===== src/sv/pdv_pkg.sv =====
// pdv_pkg: widths, sequencer states, product steps and control bundle
// for the pairwise difference variance block; no dependencies
`default_nettype none

package pdv_pkg;

    localparam int MAX_SAMPLES = 4096;

    localparam int VAL_W   = 24;               // one Q8.16 log expression
    localparam int DIFF_W  = VAL_W + 1;        // signed a - b
    localparam int MAG_W   = VAL_W;            // |a - b|
    localparam int CNT_W   = 13;               // valid pair count, holds MAX_SAMPLES
    localparam int DSUM_W  = 38;               // signed sum of differences
    localparam int SQSUM_W = 60;               // sum of squared differences
    localparam int SMAG_W  = DSUM_W - 1;       // |diff_sum|
    localparam int MUL_W   = 32;               // shared multiplier operand
    localparam int PROD_W  = 2 * MUL_W;
    localparam int NUM_W   = 74;               // n*sumsq - sum^2
    localparam int DEN_W   = 2 * CNT_W;        // n*(n-1)
    localparam int VAR_W   = 49;
    localparam int ITER_W  = $clog2(NUM_W + 1);

    localparam int IN_DATA_W  = 56;
    localparam int OUT_DATA_W = 64;

    typedef enum logic [2:0] {
        ST_IDLE,
        ST_SQR,
        ST_WAIT,
        ST_PROD,
        ST_ACC,
        ST_DIV_GO,
        ST_DIV,
        ST_DONE
    } pdv_state_t;

    // partial products of the final result, in issue order
    typedef enum logic [2:0] {
        STEP_NSQ_LO,
        STEP_NSQ_HI,
        STEP_SM_LL,
        STEP_SM_LH,
        STEP_SM_HH,
        STEP_DEN
    } pdv_step_t;

    typedef struct packed {
        logic      s_ready;
        logic      capture;
        logic      sq_issue;
        logic      fin_prep;
        logic      prod_issue;
        logic      prod_acc;
        pdv_step_t step;
        logic      div_start;
        logic      out_load;
    } pdv_ctrl_t;

endpackage

`default_nettype wire


===== src/sv/pdv_mul.sv =====
// pdv_mul: shared unsigned multiplier with registered product
// depends on pdv_pkg
`default_nettype none

module pdv_mul (
    input  wire logic                       aclk,
    input  wire logic                       en,
    input  wire logic [pdv_pkg::MUL_W-1:0]  op_a,
    input  wire logic [pdv_pkg::MUL_W-1:0]  op_b,
    output      logic [pdv_pkg::PROD_W-1:0] prod
);
    import pdv_pkg::*;

    logic [PROD_W-1:0] prod_reg;

    always_ff @(posedge aclk) begin
        if (en) begin
            prod_reg <= op_a * op_b;
        end
    end

    assign prod = prod_reg;

endmodule

`default_nettype wire


===== src/sv/pdv_div.sv =====
// pdv_div: restoring divider, one quotient bit per cycle
// depends on pdv_pkg
`default_nettype none

module pdv_div (
    input  wire logic                      aclk,
    input  wire logic                      aresetn,
    input  wire logic                      start,
    input  wire logic [pdv_pkg::NUM_W-1:0] num,
    input  wire logic [pdv_pkg::DEN_W-1:0] den,
    output      logic                      done,
    output      logic [pdv_pkg::NUM_W-1:0] quot
);
    import pdv_pkg::*;

    logic [NUM_W-1:0]  work_reg;
    logic [DEN_W-1:0]  rem_reg;
    logic [DEN_W-1:0]  den_reg;
    logic [ITER_W-1:0] iter_reg;
    logic              busy_reg;
    logic              done_reg;

    logic [DEN_W:0]    rem_sh;
    logic              qbit;
    logic [DEN_W:0]    rem_sub;

    always_comb begin
        rem_sh  = {rem_reg, work_reg[NUM_W-1]};
        rem_sub = rem_sh - {1'b0, den_reg};
        qbit    = (rem_sh >= {1'b0, den_reg});
    end

    always_ff @(posedge aclk) begin
        if (!aresetn) begin
            busy_reg <= 1'b0;
            done_reg <= 1'b0;
            iter_reg <= '0;
        end else begin
            done_reg <= 1'b0;
            if (start) begin
                busy_reg <= 1'b1;
                iter_reg <= '0;
            end else if (busy_reg) begin
                iter_reg <= iter_reg + 1'b1;
                if (iter_reg == ITER_W'(NUM_W - 1)) begin
                    busy_reg <= 1'b0;
                    done_reg <= 1'b1;
                end
            end
        end
    end

    always_ff @(posedge aclk) begin
        if (start) begin
            work_reg <= num;
            rem_reg  <= '0;
            den_reg  <= den;
        end else if (busy_reg) begin
            work_reg <= {work_reg[NUM_W-2:0], qbit};
            rem_reg  <= qbit ? rem_sub[DEN_W-1:0] : rem_sh[DEN_W-1:0];
        end
    end

    assign done = done_reg;
    assign quot = work_reg;

endmodule

`default_nettype wire


===== src/sv/pdv_ctrl.sv =====
// pdv_ctrl: sequencer for sample intake, final products and divide
// depends on pdv_pkg
`default_nettype none

module pdv_ctrl (
    input  wire logic               aclk,
    input  wire logic               aresetn,
    input  wire logic               s_valid,
    input  wire logic               last_item,
    input  wire logic               n_ge2,
    input  wire logic               div_done,
    input  wire logic               out_free,
    output      pdv_pkg::pdv_ctrl_t ctl
);
    import pdv_pkg::*;

    pdv_state_t state_reg, state_next;
    pdv_step_t  step_reg;

    always_ff @(posedge aclk) begin
        if (!aresetn) begin
            state_reg <= ST_IDLE;
            step_reg  <= STEP_NSQ_LO;
        end else begin
            state_reg <= state_next;
            if (state_reg == ST_WAIT) begin
                step_reg <= STEP_NSQ_LO;
            end else if (state_reg == ST_ACC) begin
                step_reg <= pdv_step_t'(3'(step_reg) + 3'd1);
            end
        end
    end

    always_comb begin
        state_next = state_reg;
        case (state_reg)
            ST_IDLE:   if (s_valid) state_next = ST_SQR;
            ST_SQR:    state_next = last_item ? ST_WAIT : ST_IDLE;
            ST_WAIT:   state_next = n_ge2 ? ST_PROD : ST_DONE;
            ST_PROD:   state_next = ST_ACC;
            ST_ACC:    state_next = (step_reg == STEP_DEN) ? ST_DIV_GO : ST_PROD;
            ST_DIV_GO: state_next = ST_DIV;
            ST_DIV:    if (div_done) state_next = ST_DONE;
            ST_DONE:   if (out_free) state_next = ST_IDLE;
            default:   state_next = ST_IDLE;
        endcase
    end

    always_comb begin
        ctl      = '0;
        ctl.step = step_reg;
        case (state_reg)
            ST_IDLE: begin
                ctl.s_ready = 1'b1;
                ctl.capture = s_valid;
            end
            ST_SQR:    ctl.sq_issue   = 1'b1;
            ST_WAIT:   ctl.fin_prep   = 1'b1;
            ST_PROD:   ctl.prod_issue = 1'b1;
            ST_ACC:    ctl.prod_acc   = 1'b1;
            ST_DIV_GO: ctl.div_start  = 1'b1;
            ST_DONE:   ctl.out_load   = out_free;
            default:   ctl.s_ready    = 1'b0;
        endcase
    end

endmodule

`default_nettype wire


===== src/sv/pairwise_difference_variance.sv =====
// pairwise_difference_variance: unbiased sample variance of a - b over a run
// of samples; depends on pdv_pkg, pdv_mul, pdv_div, pdv_ctrl
//
//  channel   dir  tdata (lsb first)                          tuser     tlast
//  s_        in   value_a[23:0] a_valid[24] value_b[48:25]   -         last
//                 b_valid[49], zero pad to 56
//  m_        out  variance[48:0] pair_total[61:49], pad 64   defined   -
//
// a sample is accepted, then its square is formed on the shared multiplier
// a last item then runs six partial products on the shared 32x32 multiplier,
// each issued and then accumulated, followed by a bit-serial divide
// reset (aresetn low, synchronous) clears sums, count, sequencer and m_tvalid
// a finished result sits in the output register; the block then takes new
// items and only holds at the next result until the previous one is taken
`default_nettype none

module pairwise_difference_variance (
    input  wire logic                                aclk,
    input  wire logic                                aresetn,
    // value_a, a_valid, value_b, b_valid
    input  wire logic [pdv_pkg::IN_DATA_W-1:0]       s_tdata,
    input  wire logic                                s_tlast,
    input  wire logic                                s_tvalid,
    output      logic                                s_tready,
    // variance, pair_total
    output      logic [pdv_pkg::OUT_DATA_W-1:0]      m_tdata,
    // defined
    output      logic                                m_tuser,
    output      logic                                m_tvalid,
    input  wire logic                                m_tready
);
    import pdv_pkg::*;

    // input fields
    logic signed [VAL_W-1:0] value_a;
    logic signed [VAL_W-1:0] value_b;
    logic                    a_valid;
    logic                    b_valid;

    assign value_a = s_tdata[VAL_W-1:0];
    assign a_valid = s_tdata[VAL_W];
    assign value_b = s_tdata[2*VAL_W:VAL_W+1];
    assign b_valid = s_tdata[2*VAL_W+1];

    // running state
    logic signed [DSUM_W-1:0] diff_sum_reg;
    logic [SQSUM_W-1:0]       square_sum_reg;
    logic [CNT_W-1:0]         valid_count_reg;

    // per-sample pipeline
    logic [MAG_W-1:0]         d_mag_reg;
    logic                     last_reg;
    logic                     sq_pend_reg;

    // final computation
    logic [SMAG_W-1:0]        smag_reg;
    logic [NUM_W-1:0]         num_reg;
    logic [DEN_W-1:0]         den_reg;

    // output register
    logic [VAR_W-1:0]         var_out_reg;
    logic [CNT_W-1:0]         total_out_reg;
    logic                     defined_out_reg;
    logic                     m_valid_reg;

    pdv_ctrl_t                ctl;
    logic                     out_free;
    logic                     n_ge2;
    logic                     take;
    logic signed [DIFF_W-1:0] diff;
    logic [MAG_W-1:0]         diff_mag;

    logic [MUL_W-1:0]         mul_a;
    logic [MUL_W-1:0]         mul_b;
    logic [PROD_W-1:0]        prod;
    logic                     mul_en;

    logic                     div_done;
    logic [NUM_W-1:0]         quot;
    logic [VAR_W-1:0]         var_next;

    assign out_free = !m_valid_reg || m_tready;
    assign n_ge2    = (valid_count_reg >= CNT_W'(2));

    // difference of one sample and whether it counts
    always_comb begin
        take     = a_valid && b_valid && (valid_count_reg < CNT_W'(MAX_SAMPLES));
        diff     = DIFF_W'(value_a) - DIFF_W'(value_b);
        diff_mag = diff[DIFF_W-1] ? MAG_W'(-diff) : MAG_W'(diff);
    end

    pdv_ctrl u_ctrl (
        .aclk      (aclk),
        .aresetn   (aresetn),
        .s_valid   (s_tvalid),
        .last_item (last_reg),
        .n_ge2     (n_ge2),
        .div_done  (div_done),
        .out_free  (out_free),
        .ctl       (ctl)
    );

    // operand select for the shared multiplier
    always_comb begin
        mul_a = '0;
        mul_b = '0;
        if (ctl.sq_issue) begin
            mul_a = MUL_W'(d_mag_reg);
            mul_b = MUL_W'(d_mag_reg);
        end else begin
            case (ctl.step)
                STEP_NSQ_LO: begin
                    mul_a = MUL_W'(valid_count_reg);
                    mul_b = square_sum_reg[MUL_W-1:0];
                end
                STEP_NSQ_HI: begin
                    mul_a = MUL_W'(valid_count_reg);
                    mul_b = MUL_W'(square_sum_reg[SQSUM_W-1:MUL_W]);
                end
                STEP_SM_LL: begin
                    mul_a = smag_reg[MUL_W-1:0];
                    mul_b = smag_reg[MUL_W-1:0];
                end
                STEP_SM_LH: begin
                    mul_a = smag_reg[MUL_W-1:0];
                    mul_b = MUL_W'(smag_reg[SMAG_W-1:MUL_W]);
                end
                STEP_SM_HH: begin
                    mul_a = MUL_W'(smag_reg[SMAG_W-1:MUL_W]);
                    mul_b = MUL_W'(smag_reg[SMAG_W-1:MUL_W]);
                end
                STEP_DEN: begin
                    mul_a = MUL_W'(valid_count_reg);
                    mul_b = MUL_W'(valid_count_reg - CNT_W'(1));
                end
                default: begin
                    mul_a = '0;
                    mul_b = '0;
                end
            endcase
        end
    end

    assign mul_en = ctl.sq_issue || ctl.prod_issue;

    pdv_mul u_mul (
        .aclk (aclk),
        .en   (mul_en),
        .op_a (mul_a),
        .op_b (mul_b),
        .prod (prod)
    );

    pdv_div u_div (
        .aclk    (aclk),
        .aresetn (aresetn),
        .start   (ctl.div_start),
        .num     (num_reg),
        .den     (den_reg),
        .done    (div_done),
        .quot    (quot)
    );

    // quotient beyond the result width saturates
    assign var_next = (|quot[NUM_W-1:VAR_W]) ? {VAR_W{1'b1}} : quot[VAR_W-1:0];

    // running sums and count
    always_ff @(posedge aclk) begin
        if (!aresetn) begin
            diff_sum_reg    <= '0;
            square_sum_reg  <= '0;
            valid_count_reg <= '0;
            sq_pend_reg     <= 1'b0;
        end else begin
            sq_pend_reg <= ctl.sq_issue;
            if (ctl.out_load) begin
                diff_sum_reg    <= '0;
                square_sum_reg  <= '0;
                valid_count_reg <= '0;
            end else begin
                if (ctl.capture && take) begin
                    diff_sum_reg    <= diff_sum_reg + DSUM_W'(diff);
                    valid_count_reg <= valid_count_reg + CNT_W'(1);
                end
                // square of the previous sample lands in the cycle after its multiply
                if (sq_pend_reg) begin
                    square_sum_reg <= square_sum_reg + SQSUM_W'(prod);
                end
            end
        end
    end

    // sample capture, skipped samples square to zero
    always_ff @(posedge aclk) begin
        if (ctl.capture) begin
            d_mag_reg <= take ? diff_mag : '0;
            last_reg  <= s_tlast;
        end
    end

    // numerator built from partial products, then the divisor
    always_ff @(posedge aclk) begin
        if (ctl.fin_prep) begin
            smag_reg <= diff_sum_reg[DSUM_W-1] ? SMAG_W'(-diff_sum_reg)
                                               : SMAG_W'(diff_sum_reg);
        end
        if (ctl.prod_acc) begin
            case (ctl.step)
                STEP_NSQ_LO: num_reg <= NUM_W'(prod);
                STEP_NSQ_HI: num_reg <= num_reg + NUM_W'({prod, {MUL_W{1'b0}}});
                STEP_SM_LL:  num_reg <= num_reg - NUM_W'(prod);
                STEP_SM_LH:  num_reg <= num_reg - NUM_W'({prod, {(MUL_W + 1){1'b0}}});
                STEP_SM_HH:  num_reg <= num_reg - NUM_W'({prod, {(2 * MUL_W){1'b0}}});
                STEP_DEN:    den_reg <= prod[DEN_W-1:0];
                default:     num_reg <= num_reg;
            endcase
        end
    end

    // output register
    always_ff @(posedge aclk) begin
        if (!aresetn) begin
            m_valid_reg <= 1'b0;
        end else if (ctl.out_load) begin
            m_valid_reg <= 1'b1;
        end else if (m_tready) begin
            m_valid_reg <= 1'b0;
        end
    end

    always_ff @(posedge aclk) begin
        if (ctl.out_load) begin
            var_out_reg     <= n_ge2 ? var_next : '0;
            total_out_reg   <= valid_count_reg;
            defined_out_reg <= n_ge2;
        end
    end

    assign s_tready = ctl.s_ready;
    assign m_tvalid = m_valid_reg;
    assign m_tuser  = defined_out_reg;
    assign m_tdata  = {{(OUT_DATA_W - VAR_W - CNT_W){1'b0}}, total_out_reg, var_out_reg};

    // no second item taken while one is being worked on
    a_busy_after_accept: assert property (@(posedge aclk) disable iff (!aresetn)
        (s_tvalid && s_tready) |=> !s_tready)
        else $error("item accepted while busy");

    // the count never passes its cap
    a_count_cap: assert property (@(posedge aclk) disable iff (!aresetn)
        valid_count_reg <= CNT_W'(MAX_SAMPLES))
        else $error("valid pair count above cap");

    // defined agrees with the reported pair total
    a_defined_total: assert property (@(posedge aclk) disable iff (!aresetn)
        m_valid_reg |-> (defined_out_reg == (total_out_reg >= CNT_W'(2))))
        else $error("defined flag disagrees with pair total");

    // undefined result carries zero variance
    a_undef_zero: assert property (@(posedge aclk) disable iff (!aresetn)
        (m_valid_reg && !defined_out_reg) |-> (var_out_reg == '0))
        else $error("nonzero variance on undefined result");

endmodule

`default_nettype wire


===== config.mk =====
export PLATFORM = sky130hd
export DESIGN_NAME = pairwise_difference_variance
export DESIGN_NICKNAME = d
export VERILOG_FILES = /design/src/sv/pdv_pkg.sv /design/src/sv/pdv_mul.sv /design/src/sv/pdv_div.sv /design/src/sv/pdv_ctrl.sv /design/src/sv/pairwise_difference_variance.sv
export SDC_FILE = /design/constraint.sdc
export NUM_CORES = 2
export LEC_CHECK = 0
export ABC_AREA = 1
export BUFFER_PORTS_ARGS = -buffer_cell sky130_fd_sc_hd__clkbuf_2
export CAP_MARGIN = 40
export CORE_UTILIZATION = 45
export DETAILED_ROUTE_END_ITERATION = 16
export PLACE_DENSITY = 0.61
export SYNTH_ARGS = -nofsm -noshare
export SYNTH_HDL_FRONTEND = slang
export SYNTH_SLANG_ARGS = --single-unit

===== constraint.sdc =====
create_clock -name aclk -period 13.1 [get_ports aclk]
set_clock_uncertainty 0.1 [all_clocks]
set_input_delay 0 -clock aclk [delete_from_list [all_inputs] [get_ports aclk]]
set_output_delay 0 -clock aclk [all_outputs]
set_load 0.03 [all_outputs]

==> results.yml <==
synth:
  synth_top_family_by_area: "adder cells"
  syn_inst: 10763
  synthDistinctLibCells: 69
  syn_area_per_cell_um2: 7.27
  syn_area_um2: 78200
  ys_warn_count: 0
  synth_compound_area_frac: 0.112
  synthMuxAreaShare: 0
  synth_top_flop_cell: "edfxtp_1"
  synth_seq_area_share: 0.189
  synth-simple-area-share: 0.237
  synth-edff-count: 389
  synth_seq_cells: 543
  synth_xor_area_frac: 0.0206
  async_flop_share: 0
  synth_fa_ha_area_frac: 0.323
floorplan:
  die_x_um: 419
  die_h_um: 419
  num_io_pins: 128
  start_util: 0.455
  coreArea_um2: 172000
  die_area_um2: 176000
  std_cell_rows: 152
flow_run:
  cap_violations: 0
route:
  vias: 73895
  finalWirelength_um: 325000
  drt_iter0_drc: 6775
  drc: 0
  first_pass_iters: 6
  avgViaCountPerCell: 5.60
  post_drt_wl_per_cell_um: 24.7
  ant_nets: 0
finish:
  postLayoutCellArea_um2: 84200
  final_net_count: 12352
  fin_cells: 13186
  drive_above_1_share: 0.0496
  area_growth_pct: 7.62
timing:
  final.period_utilization: 0.849
  setup-tns-final_ns: 0
  setup_viol: 0
  slew_violations: 0
  max_freq_mhz: 89.9
  worst_pin_slew_ns: 0.983
  hold_viol_final: 0
  rsz0062_at_grt: "no"
  fin_crit_ns: 11.12
  slew_headroom: 0.345
clock_tree:
  numCtsBuffers: 71
  clock_path_buffers: 3
  clk_latency_ns: 0.72
  clock-sinks: 543
  cts.clk_slew.worst_paths_ns: 0.06
  post_cts_resized: 0
  cts_tree: "built"
  cts.root.buffer_cell: "clkbuf_16"
  cts_max_level: 3
run_status:
  status: "completed"
min_path:
  min_path_type: "in -> reg"
global_routing:
  grt_pass1_wl_um: 471000
  grt_start_max_net_pins: 68
  antenna_found_initial: 8
  met2_usage: 0.581
  top_usage_layer: "met2"
  use_met1: 0.464
  track_usage: 0.369
  use_met3: 0.0658
  grt_pass1_vias: 72514
  grt_overflow: 0
critical_path:
  required_ns: 13.45
  slowest_delay_ns: 0.76
  criticalPathCategory: "reg -> reg"
  end_kind: "register"
  crit_arrival_ns: 11.47
  critPathLaunchType: "register"
  cp_common_cell: "fa_1"
  cp_max_fo: 45
  crit_slowest_cell: "o21ai_2"
pwr:
  p_per_area_nw_per_um2: 155
  ir_worst_vdd_mv: 0.177
  cellLeakagePower_nw: 41.0
place:
  numPortBuffers: 119
  dp_hpwl_um: 266000
  placedCellCount: 13034
  postPlaceCellArea_um2: 81700
  gp_congestion: 1.06
synthesized netlist by cell type, types with 8 or more instances:
library cell  number  area (µm²)
a211oi_1          10        75.1
a21boi_0           9        67.6
a21o_1            45         338
a21oi_1          671        3360
a21oi_2            8        70.1
a22oi_1            9        67.6
a31oi_1           37         231
buf_1             14        52.6
buf_2            148         741
buf_4             16         120
clkbuf_1          96         360
dfxtp_1          154        3080
edfxtp_1         389       11700
fa_1             904       18100
ha_1             575        7190
inv_1           2050        7690
inv_2             61         229
nand2_1         2476        9290
nand2_2           14        87.6
nand3_1          393        1970
nand3b_1          36         270
nand4_1           84         526
nor2_1          1392        5230
nor2_2            10        62.6
nor3_1            93         465
nor4_1            31         194
o211ai_1          46         345
o21a_1            30         225
o21ai_0          541        2710
o21ai_1           45         225
o21ai_2            9        78.8
o21bai_1          47         353
o221ai_1          10        87.6
o22ai_1           23         144
or2_2             24         150
xnor2_1           50         438
xor2_1           134        1170
worst max-delay path: cells and delay by family (launching register included):
kind | cells | cell delay, ns
buf+inv | 9 | 2.08
simple gates | 13 | 2.12
compound gates | 2 | 1.43
fa+ha+maj | 10 | 4.75
flops | 1 | 0.33
metal layers:
layer | routed length, µm | part of all wire
met4 | 25600 | 0.079
met5 | 23 | 0.000071
met2 | 145000 | 0.44
met1 | 130000 | 0.40
met3 | 25300 | 0.078
repair_timing:
item                                   CTS  global route
setup buffers                            0             0
endpoints found under the hold margin   84             0
hold buffers                            14             0
per-stage QoR:
step / setup WS, ns / hold slack (ns) / util / total power [mW]
final: 1.98 / 0.0413 / 0.489 / 13.0
after floorplan: 5.13 / -0.00113 / - / 7.69
after detailed placement: 2.18 / 0.252 / 0.475 / 10.9
after global placement: 2.20 / 0.242 / 0.472 / 10.8
after global routing: 1.66 / 0.0795 / 0.489 / 13.9
after CTS: 2.15 / 0.00432 / 0.489 / 13.0
report_power, final:
group | internal, mW | total [mW] | switching [mW] | leakage [nW]
sequential | 2.15 | 2.55 | 0.406 | 4.84
clock | 1.15 | 2.01 | 0.868 | 1.14
combinational | 2.61 | 8.47 | 5.86 | 35.0
final cells by class:
| type | instances | area [µm²] |
|---|---|---|
| antenna | 9 | 22.5 |
| clock buffer | 85 | 1890 |
| clock inverter | 43 | 448 |
| fill | 17582 | 87900 |
| inverter | 2116 | 7950 |
| multi-input combinational | 7825 | 54400 |
| sequential | 543 | 14800 |
| tap | 2310 | 2890 |
| timing repair buffer | 255 | 1870 |
final timing paths:
path	start	end	slack (ns)	depth (start not counted)
hold / removal	s_tdata[1]	diff_sum_reg[1]	0.04	5
setup / recovery	u_ctrl.step_reg[0]	u_mul.prod[62]	1.98	34
hold reg to reg	den_reg[20]	u_div.den_reg[20]	0.32	0
setup reg to reg	u_ctrl.step_reg[0]	u_mul.prod[62]	1.98	34
logic make-up after synthesis:
family	count (synthesis)
other cells	1
simple gates	4585
buf+inv	2396
compound gates	1575
xor+xnor	184
flops	543
fa+ha+maj	1479
cell usage in the layout (no fill, tap or decap), types with 72 or more instances in the layout:
master	count
nor2_1	1384
buf_4	102
clkbuf_16	72
inv_1	2049
edfxtp_1	389
nand2_1	2474
o21ai_0	541
fa_1	904
xor2_1	134
clkbuf_2	121
ha_1	575
dfxtp_1	153
nand4_1	84
a21oi_1	669
nor3_1	93
nand3_1	393
Power figures use the tool's default switching activity.
